<file path="config.mk">
export PLATFORM = sky130hd
export DESIGN_NAME = index_broadcast_record_parser_core
export DESIGN_NICKNAME = d
export VERILOG_FILES = /design/src/design/ibrp_pkg.sv /design/src/design/ibrp_parser.sv /design/src/design/ibrp_out_buf.sv /design/src/design/index_broadcast_record_parser_core.sv
export SDC_FILE = /design/constraint.sdc
export NUM_CORES = 1
export LEC_CHECK = 0
export BUFFER_PORTS_ARGS = -buffer_cell sky130_fd_sc_hd__buf_2
export CORE_ASPECT_RATIO = 0.75
export CORE_UTILIZATION = 55
export DETAILED_ROUTE_END_ITERATION = 7
export PLACE_DENSITY = 0.74
export SLEW_MARGIN = 20
export SYNTH_ARGS = -nofsm -noshare
export SYNTH_HDL_FRONTEND = slang
export SYNTH_HIERARCHICAL = 1
export SYNTH_SLANG_ARGS = --single-unit
</file>
<file path="constraint.sdc">
create_clock -name i_clk -period 30.1 [get_ports i_clk]
set_input_delay 1.505 -clock i_clk [delete_from_list [all_inputs] [get_ports i_clk]]
set_output_delay 1.505 -clock i_clk [all_outputs]
set_load 0.005 [all_outputs]
</file>
<file path="src/design/ibrp_pkg.sv">
// package for the index broadcast record parser
// holds the result record type, header/record layout constants and register codes
// no dependencies
`timescale 1ns / 1ps

package ibrp_pkg;

    // default sizing
    localparam int MAX_RECORDS_DEF        = 24;
    localparam int MAX_DATAGRAM_BYTES_DEF = 2000;

    // configuration registers
    localparam int          CFG_IDX_W    = 2;
    localparam logic [31:0] TYPE_ONE_RST = 32'd2011;
    localparam logic [31:0] TYPE_TWO_RST = 32'd2012;

    typedef enum logic [CFG_IDX_W-1:0] {
        CFG_TYPE_ONE = 2'd0,
        CFG_TYPE_TWO = 2'd1
    } t_cfg_idx;

    // header layout, byte offsets in the datagram
    localparam int TYPE_BYTES     = 4;
    localparam int TYPE_LAST_OFF  = 3;
    localparam int TIME_FIRST_OFF = 14;
    localparam int TIME_END_OFF   = 22;
    localparam int CNT_HI_OFF     = 26;
    localparam int CNT_LO_OFF     = 27;
    localparam int HDR_BYTES      = 28;

    // record layout, byte positions within one record
    localparam int REC_BYTES     = 40;
    localparam int REC_POS_W     = 6;
    localparam int REC_VAL_BYTES = 24;
    localparam int IND_HI_POS    = 36;
    localparam int IND_LO_POS    = 37;
    localparam int NUM_VALS      = 6;

    typedef struct packed {
        logic               status;
        logic               type_two_flag;
        logic [63:0]        time_stamp;
        logic [4:0]         record_number;
        logic [31:0]        idx_code;
        logic [31:0]        day_high;
        logic [31:0]        day_low;
        logic [31:0]        day_open;
        logic [31:0]        previous_close;
        logic [31:0]        current_value;
        logic signed [15:0] close_indicator;
        logic               last_of_message;
    } t_result;

endpackage

</file>
<file path="src/design/ibrp_parser.sv">
// byte parser: header decode, record assembly and result generation
// one byte is consumed per transfer; depends on ibrp_pkg
`timescale 1ns / 1ps

module ibrp_parser #(
    parameter int MAX_RECORDS        = ibrp_pkg::MAX_RECORDS_DEF,
    parameter int MAX_DATAGRAM_BYTES = ibrp_pkg::MAX_DATAGRAM_BYTES_DEF
) (
    input  logic              i_clk,
    input  logic              i_rst_n,
    input  logic              i_accept,
    input  logic [7:0]        i_data_byte,
    input  logic              i_end,
    input  logic [31:0]       i_type_one,
    input  logic [31:0]       i_type_two,
    output logic              o_res_valid,
    output ibrp_pkg::t_result o_res
);
    import ibrp_pkg::*;

    localparam int OFF_W = $clog2(MAX_DATAGRAM_BYTES + 1);
    localparam int RC_W  = $clog2(MAX_RECORDS + 1);

    logic [OFF_W-1:0]     r_off, n_off;
    logic [31:0]          r_type, n_type;
    logic                 r_drop, n_drop;
    logic [63:0]          r_time, n_time;
    logic [RC_W-1:0]      r_declared, n_declared;
    logic [RC_W-1:0]      r_emitted, n_emitted;
    logic [31:0]          r_vals [NUM_VALS];
    logic [31:0]          n_vals [NUM_VALS];
    logic [7:0]           r_hi, n_hi;
    logic [REC_POS_W-1:0] r_pos, n_pos;

    logic        live;
    logic        emit;
    logic        final_rec;
    logic [15:0] cnt;
    logic [15:0] ind;

    always_comb begin
        n_off      = r_off;
        n_type     = r_type;
        n_drop     = r_drop;
        n_time     = r_time;
        n_declared = r_declared;
        n_emitted  = r_emitted;
        n_hi       = r_hi;
        n_pos      = r_pos;
        for (int j = 0; j < NUM_VALS; j++) begin
            n_vals[j] = r_vals[j];
        end
        emit      = 1'b0;
        final_rec = 1'b0;
        cnt       = {r_hi, i_data_byte};
        ind       = {r_hi, i_data_byte};
        live      = r_off < OFF_W'(MAX_DATAGRAM_BYTES);

        o_res_valid = 1'b0;
        o_res       = '0;

        if (i_accept) begin
            if (live && !r_drop) begin
                if (r_off < OFF_W'(TYPE_BYTES)) begin
                    n_type = {r_type[23:0], i_data_byte};
                    if (r_off == OFF_W'(TYPE_LAST_OFF) && n_type != i_type_one &&
                        n_type != i_type_two) begin
                        n_drop = 1'b1;
                    end
                end else if (r_off >= OFF_W'(TIME_FIRST_OFF) &&
                             r_off < OFF_W'(TIME_END_OFF)) begin
                    n_time = {r_time[55:0], i_data_byte};
                end else if (r_off == OFF_W'(CNT_HI_OFF)) begin
                    n_hi = i_data_byte;
                end else if (r_off == OFF_W'(CNT_LO_OFF)) begin
                    // negative count means none, large count is clamped
                    if (cnt[15]) begin
                        n_declared = '0;
                    end else if (cnt > 16'(MAX_RECORDS)) begin
                        n_declared = RC_W'(MAX_RECORDS);
                    end else begin
                        n_declared = RC_W'(cnt);
                    end
                    n_hi = '0;
                end else if (r_off >= OFF_W'(HDR_BYTES) && r_emitted < r_declared) begin
                    if (r_pos < REC_POS_W'(REC_VAL_BYTES)) begin
                        n_vals[r_pos[4:2]] = {r_vals[r_pos[4:2]][23:0], i_data_byte};
                    end else if (r_pos == REC_POS_W'(IND_HI_POS)) begin
                        n_hi = i_data_byte;
                    end else if (r_pos == REC_POS_W'(IND_LO_POS)) begin
                        emit      = 1'b1;
                        final_rec = ((RC_W+1)'(r_emitted) + 1'b1) == {1'b0, r_declared};
                        n_emitted = r_emitted + 1'b1;
                        n_hi      = '0;
                        for (int j = 0; j < NUM_VALS; j++) begin
                            n_vals[j] = '0;
                        end
                    end
                end
            end

            // byte position inside the current record
            if (live && r_off >= OFF_W'(HDR_BYTES)) begin
                n_pos = (r_pos == REC_POS_W'(REC_BYTES - 1)) ? '0 : r_pos + 1'b1;
            end
            if (live) begin
                n_off = r_off + 1'b1;
            end

            o_res.type_two_flag = (n_type == i_type_two);
            o_res.time_stamp    = n_time;
            o_res.record_number = 5'(r_emitted);

            if (emit) begin
                o_res_valid           = 1'b1;
                o_res.status          = !final_rec && i_end;
                o_res.last_of_message = final_rec || i_end;
                o_res.idx_code        = r_vals[0];
                o_res.day_high        = r_vals[1];
                o_res.day_low         = r_vals[2];
                o_res.day_open        = r_vals[3];
                o_res.previous_close  = r_vals[4];
                o_res.current_value   = r_vals[5];
                o_res.close_indicator = ind;
            end else if (i_end && !n_drop && r_emitted < n_declared) begin
                // message ended short of its declared records
                o_res_valid           = 1'b1;
                o_res.status          = 1'b1;
                o_res.last_of_message = 1'b1;
            end

            if (i_end) begin
                n_off      = '0;
                n_type     = '0;
                n_drop     = 1'b0;
                n_time     = '0;
                n_declared = '0;
                n_emitted  = '0;
                n_hi       = '0;
                n_pos      = '0;
                for (int j = 0; j < NUM_VALS; j++) begin
                    n_vals[j] = '0;
                end
            end
        end
    end

    always_ff @(posedge i_clk) begin
        if (!i_rst_n) begin
            r_off      <= '0;
            r_type     <= '0;
            r_drop     <= 1'b0;
            r_time     <= '0;
            r_declared <= '0;
            r_emitted  <= '0;
            r_hi       <= '0;
            r_pos      <= '0;
            for (int j = 0; j < NUM_VALS; j++) begin
                r_vals[j] <= '0;
            end
        end else begin
            r_off      <= n_off;
            r_type     <= n_type;
            r_drop     <= n_drop;
            r_time     <= n_time;
            r_declared <= n_declared;
            r_emitted  <= n_emitted;
            r_hi       <= n_hi;
            r_pos      <= n_pos;
            for (int j = 0; j < NUM_VALS; j++) begin
                r_vals[j] <= n_vals[j];
            end
        end
    end

endmodule

</file>
<file path="src/design/ibrp_out_buf.sv">
// two-entry result buffer: output register plus skid register
// keeps results in order while the sink stalls; depends on ibrp_pkg
`timescale 1ns / 1ps

module ibrp_out_buf (
    input  logic              i_clk,
    input  logic              i_rst_n,
    input  logic              i_push,
    input  ibrp_pkg::t_result i_push_data,
    output logic              o_push_ready,
    output logic              o_valid,
    input  logic              i_ready,
    output ibrp_pkg::t_result o_data
);
    import ibrp_pkg::*;

    logic    r_out_valid, n_out_valid;
    logic    r_skid_valid, n_skid_valid;
    t_result r_out, n_out;
    t_result r_skid, n_skid;
    logic    drain;

    assign drain        = !r_out_valid || i_ready;
    assign o_push_ready = !r_skid_valid;
    assign o_valid      = r_out_valid;
    assign o_data       = r_out;

    always_comb begin
        n_out_valid  = r_out_valid;
        n_skid_valid = r_skid_valid;
        n_out        = r_out;
        n_skid       = r_skid;
        if (drain) begin
            // skid entry is older than a new push
            if (r_skid_valid) begin
                n_out        = r_skid;
                n_out_valid  = 1'b1;
                n_skid       = i_push_data;
                n_skid_valid = i_push;
            end else begin
                n_out       = i_push_data;
                n_out_valid = i_push;
            end
        end else if (i_push) begin
            n_skid       = i_push_data;
            n_skid_valid = 1'b1;
        end
    end

    always_ff @(posedge i_clk) begin
        if (!i_rst_n) begin
            r_out_valid  <= 1'b0;
            r_skid_valid <= 1'b0;
        end else begin
            r_out_valid  <= n_out_valid;
            r_skid_valid <= n_skid_valid;
        end
    end

    always_ff @(posedge i_clk) begin
        r_out  <= n_out;
        r_skid <= n_skid;
    end

endmodule

</file>
<file path="src/design/index_broadcast_record_parser_core.sv">
// top level of the index broadcast record parser
// holds the type registers and joins ibrp_parser and ibrp_out_buf; depends on ibrp_pkg
//
//  channel   signals                                   direction
//  input     i_in_valid / o_in_ready, byte + end mark   sink
//  result    o_out_valid / i_out_ready, record fields   source
//  config    i_cfg_valid / o_cfg_ready, index + data    sink
//
// one byte per cycle while o_in_ready is high: each byte is parsed in the cycle it is transferred and any
// result is registered on that same edge
// a two-entry output buffer absorbs sink stalls and o_in_ready drops only while
// both entries are full
// synchronous active-low reset clears the message state and loads the type registers
// config writes are always ready and take effect on the next byte
`timescale 1ns / 1ps

module index_broadcast_record_parser_core #(
    parameter int MAX_RECORDS        = ibrp_pkg::MAX_RECORDS_DEF,
    parameter int MAX_DATAGRAM_BYTES = ibrp_pkg::MAX_DATAGRAM_BYTES_DEF
) (
    input  logic                          i_clk,
    input  logic                          i_rst_n,

    input  logic                          i_in_valid,
    output logic                          o_in_ready,
    input  logic [7:0]                    i_data_byte,
    input  logic                          i_end_of_datagram,

    output logic                          o_out_valid,
    input  logic                          i_out_ready,
    output logic                          o_status,
    output logic                          o_type_two_flag,
    output logic [63:0]                   o_time_stamp,
    output logic [4:0]                    o_record_number,
    output logic [31:0]                   o_idx_code,
    output logic [31:0]                   o_day_high,
    output logic [31:0]                   o_day_low,
    output logic [31:0]                   o_day_open,
    output logic [31:0]                   o_previous_close,
    output logic [31:0]                   o_current_value,
    output logic signed [15:0]            o_close_indicator,
    output logic                          o_last_of_message,

    input  logic                          i_cfg_valid,
    output logic                          o_cfg_ready,
    input  logic [ibrp_pkg::CFG_IDX_W-1:0] i_cfg_index,
    input  logic [31:0]                   i_cfg_data
);
    import ibrp_pkg::*;

    logic [31:0] r_type_one;
    logic [31:0] r_type_two;
    logic        in_accept;
    logic        res_valid;
    t_result     res;
    t_result     out_data;

    assign o_cfg_ready = 1'b1;

    always_ff @(posedge i_clk) begin
        if (!i_rst_n) begin
            r_type_one <= TYPE_ONE_RST;
            r_type_two <= TYPE_TWO_RST;
        end else if (i_cfg_valid) begin
            unique case (t_cfg_idx'(i_cfg_index))
                CFG_TYPE_ONE: r_type_one <= i_cfg_data;
                CFG_TYPE_TWO: r_type_two <= i_cfg_data;
                default: ;
            endcase
        end
    end

    assign in_accept = i_in_valid && o_in_ready;

    ibrp_parser #(
        .MAX_RECORDS        (MAX_RECORDS),
        .MAX_DATAGRAM_BYTES (MAX_DATAGRAM_BYTES)
    ) u_parser (
        .i_clk       (i_clk),
        .i_rst_n     (i_rst_n),
        .i_accept    (in_accept),
        .i_data_byte (i_data_byte),
        .i_end       (i_end_of_datagram),
        .i_type_one  (r_type_one),
        .i_type_two  (r_type_two),
        .o_res_valid (res_valid),
        .o_res       (res)
    );

    ibrp_out_buf u_out_buf (
        .i_clk        (i_clk),
        .i_rst_n      (i_rst_n),
        .i_push       (res_valid),
        .i_push_data  (res),
        .o_push_ready (o_in_ready),
        .o_valid      (o_out_valid),
        .i_ready      (i_out_ready),
        .o_data       (out_data)
    );

    assign o_status          = out_data.status;
    assign o_type_two_flag   = out_data.type_two_flag;
    assign o_time_stamp      = out_data.time_stamp;
    assign o_record_number   = out_data.record_number;
    assign o_idx_code        = out_data.idx_code;
    assign o_day_high        = out_data.day_high;
    assign o_day_low         = out_data.day_low;
    assign o_day_open        = out_data.day_open;
    assign o_previous_close  = out_data.previous_close;
    assign o_current_value   = out_data.current_value;
    assign o_close_indicator = out_data.close_indicator;
    assign o_last_of_message = out_data.last_of_message;

`ifndef ASSERT_OFF
    // a truncated result always closes its message
    a_trunc_is_last: assert property (@(posedge i_clk) disable iff (!i_rst_n)
        o_out_valid && o_status |-> o_last_of_message)
        else $error("truncated result without last mark");

    // record numbers stay below the clamp
    a_rec_num_range: assert property (@(posedge i_clk) disable iff (!i_rst_n)
        o_out_valid |-> o_record_number < 5'(MAX_RECORDS))
        else $error("record number out of range");

    // input backpressure only with a full output buffer
    a_stall_needs_result: assert property (@(posedge i_clk) disable iff (!i_rst_n)
        !o_in_ready |-> o_out_valid)
        else $error("input stalled with empty output");

    // parser never pushes into a full buffer
    a_no_overflow: assert property (@(posedge i_clk) disable iff (!i_rst_n)
        res_valid |-> in_accept)
        else $error("result produced without a byte transfer");
`endif

endmodule

</file>
==> flow_summary.toml <==
[outcome]
outcome = "completed"

[global_route]
grt_use_total_pct = 27.7
grt_max_degree = 175
grt_pass1_wl_um = 157000
grt_pass1_vias = 24900
gr-total-overflow = 0
antenna_found_initial = 2

[place]
placed_area_um2 = 42400
gp_congestion = 0.915
dp_slack_ns = 23.36
port_buffers = 329
dp_hpwl_um = 69800

[worst_setup_path]
critPathRequiredTime_ns = 30.36
timing.rr.end = "u_out_buf/r_skid[176]"
cpMaxStageDelayCell = "buf_4"
cp.arrival_ns = 6.60
worst-path-stages = 14
cpPeakStageDelay_ns = 1.00
r2r_setup_slack_ns = 23.84
crit_start = "i_data_byte[2]"
reg2reg_depth = 15
cp_cell_sequence = "buf_2 > o311ai_0 > and4_1 > a31oi_1 > ha_1 > a21oi_1 > nor2b_1 > o21ai_0 > nand4_1 > o32ai_2 > nand2_1 > o21ai_4 > buf_12 > buf_4"
crit_type = "in2reg"
cp-start-kind = "input port"
crit_fanout = 174
r2r-start = "u_parser/r_off[7]"
worstSetupEndpointType = "flip-flop"
worstSetupEndpoint = "u_out_buf/r_skid[176]"
cp_num_buf_inv = 3
crit_family = "buffers and inverters"

[timing]
grt_setup_unrepaired = "no"
min_period_ns = 6.34
fin_setup_tns_ns = 0
slew-limit-headroom_pct = 6.52
fmax_mhz = 158
hold_viol = 0
setup_viol = 0
skew_ns = 0.0380
period_share_pct = 21.1
final_max_slew_viol_count = 0
tightest_slew_ns = 1.40
worst_slack_ns = 23.76

[floorplan]
initial_utilization_pct = 56.1
die_h_um = 237
rows = 85
io_pins = 331
dieArea_um2 = 75000
fp.coreArea_um2 = 72400
die_x_um = 316

[final_layout]
area_delta_synth_final_pct = 11.8
drive_gt1_share_pct = 26.1
design_area_um2 = 45500
fillerInstances = 5407
nNetsFinal = 3247

[drt]
drc_errors = 0
drt_iter0_markers = 3131
viasPerCell = 6.16
routed_wl_um = 106000
drt-pass1-iter-count = 8
wl_per_cell_um = 25.1
drtAntennaViolNets = 0
dr_total_vias = 26000

[cts]
cts_resized = 0
numCtsBuffers = 90
cts_root_buffer = "clkbuf_16"
h-tree-depth = 3
clk_pin_slew_ns = 0.06
cts_buffer_depth = 3
holdBufCountCts = 0
cts_setup_buffers = 0
tritoncts = "yes"
cts.sinks = 953
insertion_delay_ns = 0.66

[synthesis]
async_flop_share_pct = 0
synth_nets = 3012
synth-seq-cells = 953
mappedNetlistArea_um2 = 40700
synth.distinct_cells = 81
synth_seq_area_share_pct = 60.7
yosys_warnings = 6
ys.flop_type = "edfxtp_1"
avgSynthCellArea_um2 = 13.8
synth_edf_count = 560
synthCells = 2949

[power_and_ir_drop]
total_power_w = 0.00257
leakage_nw = 17.5
p_per_area_nw_per_um2 = 56.6
peakVddDrop_mv = 0.0374

[job]
maxCapViolations = 0

[worst_hold_path]
hold_class = "reg2reg"
[state kept, by name, indices dropped and copies added (netlist names), named ones only]
register,count
u_parser/r_drop,1
r_type_two,32
u_parser/r_declared,5
u_parser/r_emitted,5
u_out_buf/r_skid_valid,1
u_parser/r_time,64
u_out_buf/o_valid,1
u_parser/r_pos,6
u_parser/r_hi,8
u_out_buf/o_data,280
u_parser/r_off,11
u_parser/r_vals,192
u_out_buf/r_skid,280
r_type_one,32
u_parser/r_type,32
[worst min path at each step]
| stage | from | endpoint | slack [ns] | cells after the start |
|---|---|---|---|---|
| floorplan | u_parser/r_vals[0][24] | u_parser/r_vals[0][24] | 0.42 | 1 |
| global placement | u_parser/r_vals[1][24] | u_parser/r_vals[1][24] | 0.44 | 1 |
| detailed placement | u_parser/r_vals[4][29] | u_parser/r_vals[4][29] | 0.44 | 1 |
| CTS | u_parser/r_vals[1][24] | u_parser/r_vals[1][24] | 0.46 | 1 |
| global route | u_parser/r_vals[1][31] | u_parser/r_vals[1][31] | 0.47 | 1 |
| finish | u_parser/r_vals[1][24] | u_parser/r_vals[1][24] | 0.46 | 1 |
[through the flow]
stage | utilization [%] | std cells | hold slack (ns)
global route | 62.8 | 4218 | 0.467
global placement | 58.6 | 4045 | 0.437
finish | 62.8 | 4219 | 0.457
CTS | 62.7 | 4214 | 0.459
detailed placement | 58.6 | 4045 | 0.441
floorplan | - | 2949 | 0.424
[where the power goes]
group | internal, W | total, W | switching [W] | leakage (nW)
clock network | 0.000647 | 0.00114 | 0.000492 | 1.46
registers | 0.00137 | 0.00137 | 0.00000604 | 8.60
logic | 0.0000170 | 0.0000611 | 0.0000441 | 7.42
total | 0.00203 | 0.00257 | 0.000542 | 17.5
[kinds of logic after synthesis]
| kind of cell | Yosys count | synth area share, % |
|---|---|---|
| compound gates | 450 | 8.65 |
| xor+xnor | 82 | 1.77 |
| fa+ha+maj | 15 | 0.462 |
| buf+inv | 272 | 4.05 |
| flops | 953 | 60.7 |
| mux | 463 | 15.4 |
| other cells | 1 | 0.00922 |
| simple gates | 713 | 8.99 |
[Yosys cell counts (all sizes together) (3+ instances only)]
cell type	n	area (um^2)
xor2	21	184
o31ai	7	57.6
mux2i	158	1580
nor2b	33	206
nor3b	5	47.5
and2	10	65.1
xnor2	61	534
nor2	209	790
o2111ai	5	43.8
clkbuf	131	492
or3	3	18.8
mux4	24	541
buf	100	1000
nand2b	13	81.3
o2bb2ai	169	1480
mux2	281	4130
o211ai	27	203
o2111a	3	33.8
ha	15	188
nand4	22	138
a31oi	6	37.5
edfxtp	560	16800
nor4	14	109
nor3	34	175
a21boi	3	22.5
nand2	128	483
a21o	3	22.5
o22ai	13	81.3
and3	212	1330
inv	40	150
a22oi	98	736
o21ai	18	90.1
o21a	3	22.5
dfxtp	393	7870
nand3	18	108
a21oi	43	215
a22o	32	280
[cell type report]
| class | count | area, um^2 | area share [%] |
|---|---|---|---|
| inverter | 41 | 165 | 0.363 |
| timing repair buffer | 374 | 2030 | 4.47 |
| multi-input combinational | 1724 | 14400 | 31.7 |
| clock buffer | 136 | 2650 | 5.83 |
| sequential | 953 | 24700 | 54.3 |
| antenna | 1 | 2.50 | 0.00550 |
| clock inverter | 33 | 327 | 0.718 |
| tap | 957 | 1200 | 2.63 |
[worst reg2reg max path, cell delays in order (launching register included)]
cell	delay, ns
dfxtp_1	0.37
nor4_4	0.40
and3_1	0.29
and4b_1	0.50
nor2_1	0.07
a31oi_1	0.22
ha_1	0.29
a21oi_1	0.16
nor2b_1	0.07
o21ai_0	0.17
nand4_1	0.13
o32ai_2	0.48
nand2_1	0.17
o21ai_4	0.37
buf_12	0.55
buf_4	1.55
[routing by layer]
metal,part of all wire (%),global-route usage (%)
met3,11,8.00
met1,45,41.7
met2,43,38.7
met4,2.3,7.52
met5,0,0
[cells in the final DEF, fill, tap and decap left out, types with 61 or more instances in the layout]
master,instances
o2bb2ai_1,169
a22oi_1,98
and3_1,211
xnor2_1,61
nor2_1,207
edfxtp_1,560
mux2_4,256
dfxtp_1,391
nand2_1,127
clkbuf_16,93
buf_2,328
mux2i_1,158
No activity file was read; power rests on OpenSTA's default activity.
